--- config.mk ---
export PLATFORM = sky130hd
export DESIGN_NAME = record_list_deframer_unit
export DESIGN_NICKNAME = d
export VERILOG_FILES = /design/src/sv/rld_pkg.sv /design/src/sv/record_list_deframer_unit.sv
export SDC_FILE = /design/constraint.sdc
export NUM_CORES = 2
export LEC_CHECK = 0
export BUFFER_PORTS_ARGS = -buffer_cell sky130_fd_sc_hd__buf_2
export CORE_ASPECT_RATIO = 1.5
export CORE_MARGIN = 4
export CORE_UTILIZATION = 35
export DETAILED_ROUTE_END_ITERATION = 7
export GPL_TIMING_DRIVEN = 0
export HOLD_SLACK_MARGIN = 0.1
export PLACE_DENSITY = 0.62
export REMOVE_ABC_BUFFERS = 1
export SYNTH_ARGS = -nofsm -noshare
export SYNTH_HDL_FRONTEND = slang
export SYNTH_SLANG_ARGS = --single-unit
--- constraint.sdc ---
create_clock -name clk -period 7.9 [get_ports clk]
set_input_delay 1.185 -clock clk [delete_from_list [all_inputs] [get_ports clk]]
set_output_delay 1.185 -clock clk [all_outputs]
set_load 0.01 [all_outputs]
--- src/sv/rld_pkg.sv ---
package rld_pkg;

	localparam int MAX_BUFFER_BYTES = 65536;
	localparam int MAX_RECORDS      = 2048;

	localparam int LEN_W    = 17;
	localparam int CNT_W    = 12;
	localparam int IDX_W    = 11;
	localparam int HBC_W    = 5;
	localparam int END_W    = LEN_W + 1;
	localparam int CFG_W    = LEN_W;
	localparam int HDR_BYTES = 20;

	localparam int FIFO_DEPTH = 4;
	localparam int PTR_W      = $clog2(FIFO_DEPTH);
	localparam int FCNT_W     = $clog2(FIFO_DEPTH + 1);

	localparam logic CFG_TOTAL_LENGTH = 1'b0;
	localparam logic CFG_RECORD_COUNT = 1'b1;

	typedef enum logic [1:0] {
		KIND_HEADER  = 2'd0,
		KIND_PAYLOAD = 2'd1,
		KIND_SUCCESS = 2'd2,
		KIND_FAILURE = 2'd3
	} kind_t;

	typedef enum logic [2:0] {
		PH_DONE    = 3'b001,
		PH_HEADER  = 3'b010,
		PH_PAYLOAD = 3'b100
	} phase_t;

	typedef struct packed {
		kind_t              kind;
		logic [63:0]        expiration;
		logic [31:0]        payload_size;
		logic [31:0]        rec_type;
		logic [31:0]        record_flags;
		logic [IDX_W-1:0]   record_index;
		logic [7:0]         payload_byte;
		logic               last_flag;
	} res_t;

endpackage

--- src/sv/record_list_deframer_unit.sv ---
// Record list deframer: splits a byte stream into length-prefixed records.
// Input channel: in_valid / in_stall carry data_byte and start_flag, one
// byte per request; start_flag marks the first byte of a new buffer.
// Output channel: out_valid / out_stall carry one result per request:
// a decoded 20-byte header, a payload byte with its record index, or a
// success / failure end result; last_flag marks the final result of a byte.
// Configuration: cfg_wr_en writes cfg_data into register cfg_index
// (0 total_length, 1 record_count); the user writes only while the block
// is idle, which the block itself does not enforce.
// Path: an accepted byte is held in the input stage; its results then go
// into a four-entry result queue whose head drives the ports. Throughput:
// one byte per cycle while in_stall is low, set by the single-pass
// header/counter update; a byte may give two results, queued together.
// Stall: in_stall rises when the input stage holds a byte and the queue
// has fewer than two free entries; a stalled output holds its result.
// Reset: the queue and input stage empty, parsing waits for a start byte,
// both configuration registers read zero.
module record_list_deframer_unit
	import rld_pkg::*;
(
	input  logic              clk,
	input  logic              arst_n,
	input  logic              cfg_wr_en,
	input  logic              cfg_index,
	input  logic [CFG_W-1:0]  cfg_data,
	input  logic              in_valid,
	output logic              in_stall,
	input  logic [7:0]        data_byte,
	input  logic              start_flag,
	output logic              out_valid,
	input  logic              out_stall,
	output logic [1:0]        kind,
	output logic [63:0]       expiration,
	output logic [31:0]       payload_size,
	output logic [31:0]       rec_type,
	output logic [31:0]       record_flags,
	output logic [IDX_W-1:0]  record_index,
	output logic [7:0]        payload_byte,
	output logic              last_flag
);

	logic [LEN_W-1:0] total_q;
	logic [CNT_W-1:0] rcount_q;

	logic        valid_s1;
	logic [7:0]  data_byte_s1;
	logic        start_flag_s1;

	phase_t           phase_q, phase_d, e_phase;
	logic [HBC_W-1:0] hbc_q, hbc_d, e_hbc;
	logic [CNT_W-1:0] rd_q, rd_d, e_rd, rd_inc;
	logic [LEN_W-1:0] off_q, off_d, e_off, new_off;
	logic [END_W-1:0] end_q, end_d, e_end;
	logic [31:0]      rem_q, rem_d, e_rem;
	logic [63:0]      exp_q, exp_d;
	logic [31:0]      size_q, size_d, type_q, type_d, flags_q, flags_d;
	logic             rec_last, oversize, pay_over;

	res_t             r0, r1;
	logic [1:0]       nres, nres_eff;

	res_t             fifo_q [FIFO_DEPTH];
	logic [PTR_W-1:0] wr_ptr_q, rd_ptr_q;
	logic [FCNT_W-1:0] count_q;
	logic             adv, pop;

	assign adv      = valid_s1 && (count_q <= FCNT_W'(FIFO_DEPTH - 2));
	assign in_stall = valid_s1 && !adv;
	assign out_valid = (count_q != '0);
	assign pop      = out_valid && !out_stall;
	assign nres_eff = adv ? nres : 2'd0;

	assign kind         = fifo_q[rd_ptr_q].kind;
	assign expiration   = fifo_q[rd_ptr_q].expiration;
	assign payload_size = fifo_q[rd_ptr_q].payload_size;
	assign rec_type     = fifo_q[rd_ptr_q].rec_type;
	assign record_flags = fifo_q[rd_ptr_q].record_flags;
	assign record_index = fifo_q[rd_ptr_q].record_index;
	assign payload_byte = fifo_q[rd_ptr_q].payload_byte;
	assign last_flag    = fifo_q[rd_ptr_q].last_flag;

	always_ff @(posedge clk or negedge arst_n) begin
		if (!arst_n) begin
			total_q  <= '0;
			rcount_q <= '0;
		end else if (cfg_wr_en) begin
			case (cfg_index)
				CFG_TOTAL_LENGTH: total_q  <= cfg_data;
				CFG_RECORD_COUNT: rcount_q <= cfg_data[CNT_W-1:0];
				default: ;
			endcase
		end
	end

	always_ff @(posedge clk or negedge arst_n) begin
		if (!arst_n) begin
			valid_s1 <= 1'b0;
		end else if (!in_stall) begin
			valid_s1 <= in_valid;
		end
	end

	always_ff @(posedge clk) begin
		if (in_valid && !in_stall) begin
			data_byte_s1  <= data_byte;
			start_flag_s1 <= start_flag;
		end
	end

	always_comb begin
		e_phase = phase_q;
		e_hbc   = hbc_q;
		e_rd    = rd_q;
		e_off   = off_q;
		e_end   = end_q;
		e_rem   = rem_q;
		if (start_flag_s1) begin
			e_phase = PH_HEADER;
			e_hbc   = '0;
			e_rd    = '0;
			e_off   = '0;
			e_end   = END_W'(HDR_BYTES);
			e_rem   = '0;
		end
		rd_inc   = e_rd + 1'b1;
		rec_last = (rd_inc >= rcount_q);
		oversize = (rcount_q > CNT_W'(MAX_RECORDS)) || (total_q > LEN_W'(MAX_BUFFER_BYTES));
		new_off  = e_end[LEN_W-1:0];
		pay_over = (({16'b0, new_off} + {1'b0, size_q}) > {16'b0, total_q});

		phase_d = e_phase;
		hbc_d   = e_hbc;
		rd_d    = e_rd;
		off_d   = e_off;
		end_d   = e_end;
		rem_d   = e_rem;
		exp_d   = exp_q;
		size_d  = size_q;
		type_d  = type_q;
		flags_d = flags_q;
		r0      = '0;
		r1      = '0;
		nres    = 2'd0;

		if (start_flag_s1 && oversize) begin
			r0.kind = KIND_FAILURE;
			nres    = 2'd1;
			phase_d = PH_DONE;
		end else begin
			case (e_phase)
				PH_HEADER: begin
					if (e_hbc == '0 && e_rd >= rcount_q) begin
						r0.kind = KIND_SUCCESS;
						nres    = 2'd1;
						phase_d = PH_DONE;
					end else if (e_hbc == '0 && e_end > {1'b0, total_q}) begin
						r0.kind = KIND_FAILURE;
						nres    = 2'd1;
						phase_d = PH_DONE;
					end else begin
						if (e_hbc < HBC_W'(8)) begin
							exp_d = {exp_q[55:0], data_byte_s1};
						end else if (e_hbc < HBC_W'(12)) begin
							size_d = {size_q[23:0], data_byte_s1};
						end else if (e_hbc < HBC_W'(16)) begin
							type_d = {type_q[23:0], data_byte_s1};
						end else begin
							flags_d = {flags_q[23:0], data_byte_s1};
						end
						if (e_hbc == HBC_W'(HDR_BYTES - 1)) begin
							hbc_d = '0;
							off_d = new_off;
							end_d = {1'b0, new_off} + END_W'(HDR_BYTES);
							if (pay_over) begin
								r0.kind = KIND_FAILURE;
								nres    = 2'd1;
								phase_d = PH_DONE;
							end else begin
								r0.kind         = KIND_HEADER;
								r0.expiration   = exp_d;
								r0.payload_size = size_d;
								r0.rec_type     = type_d;
								r0.record_flags = flags_d;
								r0.record_index = e_rd[IDX_W-1:0];
								nres            = 2'd1;
								if (size_q == '0) begin
									rd_d = rd_inc;
									if (rec_last) begin
										r1.kind = KIND_SUCCESS;
										nres    = 2'd2;
										phase_d = PH_DONE;
									end
								end else begin
									rem_d   = size_q;
									phase_d = PH_PAYLOAD;
								end
							end
						end else begin
							hbc_d = e_hbc + 1'b1;
						end
					end
				end
				PH_PAYLOAD: begin
					r0.kind         = KIND_PAYLOAD;
					r0.record_index = e_rd[IDX_W-1:0];
					r0.payload_byte = data_byte_s1;
					nres            = 2'd1;
					off_d           = e_off + 1'b1;
					end_d = (&e_off) ? END_W'(HDR_BYTES)
						: {1'b0, e_off} + END_W'(HDR_BYTES + 1);
					rem_d = e_rem - 1'b1;
					if (e_rem == 32'd1) begin
						rd_d    = rd_inc;
						hbc_d   = '0;
						phase_d = PH_HEADER;
						if (rec_last) begin
							r1.kind = KIND_SUCCESS;
							nres    = 2'd2;
							phase_d = PH_DONE;
						end
					end
				end
				default: phase_d = PH_DONE;
			endcase
		end

		if (nres == 2'd2) begin
			r1.last_flag = 1'b1;
		end else begin
			r0.last_flag = 1'b1;
		end
	end

	always_ff @(posedge clk or negedge arst_n) begin
		if (!arst_n) begin
			phase_q <= PH_DONE;
			hbc_q   <= '0;
			rd_q    <= '0;
			off_q   <= '0;
			end_q   <= '0;
			rem_q   <= '0;
		end else if (adv) begin
			phase_q <= phase_d;
			hbc_q   <= hbc_d;
			rd_q    <= rd_d;
			off_q   <= off_d;
			end_q   <= end_d;
			rem_q   <= rem_d;
		end
	end

	always_ff @(posedge clk) begin
		if (adv) begin
			exp_q   <= exp_d;
			size_q  <= size_d;
			type_q  <= type_d;
			flags_q <= flags_d;
		end
	end

	always_ff @(posedge clk) begin
		if (nres_eff != 2'd0) begin
			fifo_q[wr_ptr_q] <= r0;
		end
		if (nres_eff == 2'd2) begin
			fifo_q[wr_ptr_q + 1'b1] <= r1;
		end
	end

	always_ff @(posedge clk or negedge arst_n) begin
		if (!arst_n) begin
			wr_ptr_q <= '0;
			rd_ptr_q <= '0;
			count_q  <= '0;
		end else begin
			wr_ptr_q <= wr_ptr_q + PTR_W'(nres_eff);
			if (pop) begin
				rd_ptr_q <= rd_ptr_q + 1'b1;
			end
			count_q <= count_q + FCNT_W'(nres_eff) - FCNT_W'(pop);
		end
	end

endmodule

# After elaboration in Yosys (flattened, before gate mapping)
# Memory sizes are Yosys's and may differ from the RTL's.
# Index checks and enable logic that the tools add are counted.
# classes
bitwise	4
eq_ne	6
magnitude_cmp	10
n_addsub	12
n_reduce_logical	19
mux	95
# op_table
cell	count
$mux W171	3
$mux W32	15
$mux W179	1
$mux W173	1
$mux W160	1
$mux W18	6
$mux W12	8
$mux W17	5
$mux W64	1
$pmux W32 S2	1
$mux W2	22
$add A17 B5 Y18 const B	2
$pmux W18 S2	1
$pmux W17 S2	1
$add A17 B32 Y33	1
$gt A33 B17 Y1	1
$eq A32 B1 Y1 const B	1
$logic_not A32 Y1	1
$sub A32 B1 Y32 const B	1
$mux W5	6
$mux W3	9
$ge A12 B12 Y1	2
$pmux W12 S2	1
$pmux W11 S2	1
other kinds (32)	54
# totals
mem_bits_rw	728
register_bits	293
out_inout_bits	184
n_memories	1
elab_cells	165
in_bits	32
# memory_table
name	words	width	read_ports	rd_clocked_by_memory_dff	wr	line_no	rtl
fifo_q	4	182	1	0	2	record_list_deframer_unit.sv:62	res_t fifo_q [FIFO_DEPTH];

# Depth between registers and ports, before layout
# depth
word_depth	15
depth_mapped	37
depth_no_buf	28

# Worst setup path before layout
# Ideal clock, no wire load.
# synth_timing
kind	reg2reg
start	register start_flag_s1
end	register exp_q[0], enable pin
stages_incl_launch_ff	22
arrival_time_ns	7.268
n_path_buf	9
synth_period_minus_slack_ns	7.780
setup_slack_ns	0.120
path_cell_list	edfxtp_1 > buf_6 > buf_6 > buf_6 > buf_2 > clkbuf_1 > clkbuf_1 > clkbuf_1 > buf_1 > nor2b_1 > ha_1 > a21o_1 > a211oi_1 > o21ai_0 > a21oi_1 > o21ai_0 > o21ai_0 > a21oi_1 > nor2_1 > clkbuf_1 > nand2_1 > inv_1
# synth_via
elab_chain_len	5
elab_cells_between_ends	15
# synth_rtl
element	line_no	rtl
start: declaration	record_list_deframer_unit.sv:47	logic start_flag_s1;
start signal: assignment	record_list_deframer_unit.sv:106	start_flag_s1 <= start_flag;
$mux W18 (tied with other cells)	record_list_deframer_unit.sv:117	if (start_flag_s1) begin
$gt A18 B17 Y1 (tied with other cells)	record_list_deframer_unit.sv:156	end else if (e_hbc == '0 && e_end > {1'b0, total_q}) begin
$logic_and A1 B1 Y1, on equally long branches	record_list_deframer_unit.sv:156, record_list_deframer_unit.sv:152	
$not A1 Y1 (no line)	n/a	
$reduce_and A5 Y1 (no line) (*)	n/a	
end signal: assignment	record_list_deframer_unit.sv:254	exp_q <= exp_d;
end: declaration	record_list_deframer_unit.sv:55	logic [63:0] exp_q, exp_d;
# Mark *: on every way between the ends. The rest lies on a longest branch, timed or not.
# A chain may end at the register's enable or synchronous reset.

==> impl_metrics.env <==
export IMPL_setup_viol=0
export IMPL_instances_no_fill=6524
export IMPL_cp_depth=27
export IMPL_required_ps=8540
export IMPL_placed_cell_area_um2=52200
export IMPL_tightest_slew_ps=1330
export IMPL_drtIter0Drc=2561
export IMPL_cpLargestDelayFamily="compound AO/OA/AOI/OAI gates"
export IMPL_row_count=166
export IMPL_period_needed_ps=7580
export IMPL_preCtsSetupSlack_ps=-2300
export IMPL_clk_pin_slew_ps=60
export IMPL_crit_path_start_kind="flip-flop"
export IMPL_worst_slack_ps=317
export IMPL_slowest_stage="o31a_1"
export IMPL_grt_max_degree=85
export IMPL_hpwlAfterDp_um=103000
export IMPL_peakVddDrop_v=0.000188
export IMPL_end_kind="flip-flop"
export IMPL_fin_hold_ws_ps=426
export IMPL_grt_pass1_wl_um=239000
export IMPL_holdBufCountCts=0
export IMPL_clock_latency_ps=730
export IMPL_grt_use_total_pct=21.3
export IMPL_yosysTopAreaCell="dfxtp_1"
export IMPL_synth_edf_count=177
export IMPL_tns_ps=0
export IMPL_final_area_um2=56100
export IMPL_rsz0062_at_grt="no"
export IMPL_status="finished clean"
export IMPL_tritoncts="built"
export IMPL_first_pass_iters=7
export IMPL_fp_dieH_um=463
export IMPL_ys_warn_count=0
export IMPL_finalWirelength_um=161000
export IMPL_relSlewSlack_pct=11.2
export IMPL_multi_input_area_um2=23100
export IMPL_syn_area_um2=48300
export IMPL_fillers=13000
export IMPL_p_leak_nw=22.7
export IMPL_critical_path_max_stage_delay_ps=500
export IMPL_root_buffer="clkbuf_16"
export IMPL_vias=37300
export IMPL_synth_cells=4558
export IMPL_fp_dieW_um=311
export IMPL_min_path_type="in2async"
export IMPL_slew_viol_final=0
export IMPL_timing_final_crit_share_pct=96.0
export IMPL_power_density_nw_per_um2=266
export IMPL_syn_avg_cell_area_um2=10.6
export IMPL_path_buf_inv=5
export IMPL_hold_violations=0
export IMPL_max_cap_viol_count=0
export IMPL_first_global_vias=38400
export IMPL_r2r_start="start_flag_s1"
export IMPL_wl_per_cell_um=24.7
export IMPL_gr_total_overflow=0
export IMPL_synthDominantCellAreaShare_pct=29.9
export IMPL_ys_top_cells_by_area="dfxtp_1 (30%), edfxtp_1 (11%), mux2i_1 (10%), mux4_2 (8.5%), dfrtp_1 (6.4%)"
export IMPL_regArea_um2=22800
export IMPL_synth_seq_area_share_pct=47.3
export IMPL_async_flop_share_pct=12.1
export IMPL_cp_startpoint="start_flag_s1"
export IMPL_antenna_found_initial=8
export IMPL_route_detailed_drc=0
export IMPL_ff2ff_path_depth=27
export IMPL_portBuffers=215
export IMPL_crit_top_cell="nand2_1"
export IMPL_placed_cells_incl_taps=6285
export IMPL_die_area_um2=144000
export IMPL_max_freq_mhz=132
export IMPL_boundaryPins=216
export IMPL_final_layout_size_suffix_gt1_share_pct=16.7
export IMPL_antenna_left=0
export IMPL_ys_ff_latch=1021
export IMPL_critPathArrivalTime_ps=8220
export IMPL_core_area_um2=137000
export IMPL_place_gp_congestion=0.895
export IMPL_synthFlopType="dfxtp_1"
export IMPL_final_nets=4763
export IMPL_synth_distinct_cells=96
export IMPL_numCtsBuffers=105
export IMPL_htree_levels=3
export IMPL_vias_per_cell=5.72
export IMPL_start_util_pct=35.3
export IMPL_clock_skew_ps=42.2
export IMPL_path_class="reg2reg"
export IMPL_cts_sinks=1021
export IMPL_clockBufferDepth=3
export IMPL_cp_max_fo=55
export IMPL_syn_to_final_growth_pct=16.2
cell type report:
cell class | count | area share (%)
Tap cell | 1764 | 3.94
Sequential cell | 1021 | 40.7
Multi-Input combinational cell | 2965 | 41.2
Clock inverter | 59 | 1.01
Timing Repair Buffer | 354 | 6.46
Antenna cell | 5 | 0.0223
Clock buffer | 141 | 5.20
Inverter | 215 | 1.47
cell usage in the layout, fill, tap and decap left out, types with 11 or more instances in the layout:
master | Yosys | routed
mux2i_1 | 488 | 488
buf_2 | 107 | 214
dfrtp_1 | 123 | 121
ha_1 | 68 | 68
nor4_1 | 24 | 23
edfxtp_1 | 177 | 177
nand3_1 | 192 | 191
nor2_1 | 278 | 274
buf_4 | 9 | 29
clkbuf_8 | 0 | 11
a22oi_1 | 20 | 20
o21ai_0 | 181 | 178
o211ai_1 | 14 | 14
clkbuf_1 | 180 | 23
buf_16 | 0 | 41
buf_12 | 0 | 32
a22o_1 | 302 | 302
dfxtp_1 | 720 | 720
a211oi_1 | 11 | 11
nand2_1 | 521 | 520
clkinv_2 | 0 | 21
buf_8 | 0 | 29
and2_1 | 33 | 31
nor3_1 | 44 | 43
mux4_2 | 182 | 182
and3_1 | 54 | 54
a31oi_1 | 31 | 31
o21a_1 | 14 | 13
inv_1 | 214 | 213
xnor2_1 | 40 | 40
nor2b_1 | 45 | 43
nand2b_1 | 22 | 22
a21oi_1 | 72 | 71
clkbuf_16 | 0 | 109
o22ai_1 | 11 | 11
xor2_1 | 29 | 29
a21o_1 | 17 | 13
o2bb2ai_1 | 46 | 46
nand4_1 | 23 | 23
mux2_2 | 25 | 25
kinds of logic after synthesis:
| logic type | Yosys count | synth area share [%] |
|---|---|---|
| AND/OR/NAND/NOR | 1296 | 12.3 |
| XOR/XNOR | 69 | 1.25 |
| adder cells (fa/ha/maj) | 71 | 1.85 |
| flip-flops | 1021 | 47.3 |
| AO/OA/AOI/OAI | 827 | 12.7 |
| buffers and inverters | 579 | 5.34 |
| multiplexers | 695 | 19.2 |
stage by stage:
step | total power [mW] | util, %
final | 14.9 | 41.0
after global placement | 9.90 | 36.4
after detailed placement | 9.84 | 38.2
after global routing | 15.5 | 41.0
after floorplan | 8.58 | -
after CTS | 14.9 | 40.8
cell usage after synthesis, types with 54 or more instances:
cell / instances
dfxtp_1: 720
nand2_1: 521
mux2i_1: 488
a22o_1: 302
nor2_1: 278
inv_1: 214
nand3_1: 192
mux4_2: 182
o21ai_0: 181
clkbuf_1: 180
edfxtp_1: 177
dfrtp_1: 123
buf_2: 107
a21oi_1: 72
ha_1: 68
and3_1: 54
metal layers:
layer	share of wire (%)	global-route usage, %	up-vias	routed length (µm)
met5	0.0081	0	-	13
met4	4.3	9.32	2	6850
met3	8.4	5.31	338	13500
met2	48	36.2	1384	77100
met1	39	25.5	18800	63600
li1	-	-	16800	-
sequential cells by signal (all words and copies together) (netlist names), 5 cells and up:
name	cells
data_byte_s1	8
end_q	18
exp_q	64
fifo_q	728
flags_q	32
hbc_q	5
off_q	17
rcount_q	12
rd_q	12
rem_q	32
size_q	32
total_q	17
type_q	32
path summary, 6_finish.rpt:
| kind | to | slack, ps |
|---|---|---|
| hold reg to reg | fifo_q[0][59] | 450 |
| setup / recovery | fifo_q[2][137] | 320 |
| max in group asynchronous | phase_q[0] | 6580 |
| hold / removal | total_q[16] | 430 |
| setup reg to reg | fifo_q[2][137] | 320 |
| min in group clk | fifo_q[0][59] | 450 |
power by group:
| part | internal (mW) | switching, mW | total, mW |
|---|---|---|---|
| Clock | 2.87 | 2.22 | 5.09 |
| Sequential | 5.66 | 0.471 | 6.14 |
| Combinational | 1.39 | 2.32 | 3.71 |
| Total | 9.92 | 5.01 | 14.9 |
timing repair:
action	CTS	global route
gates cloned	2	7
resized for setup	7	7
setup endpoints to repair	785	486
buffers inserted	8	17
pin swaps	5	7
Power figures use the tool's default switching activity.
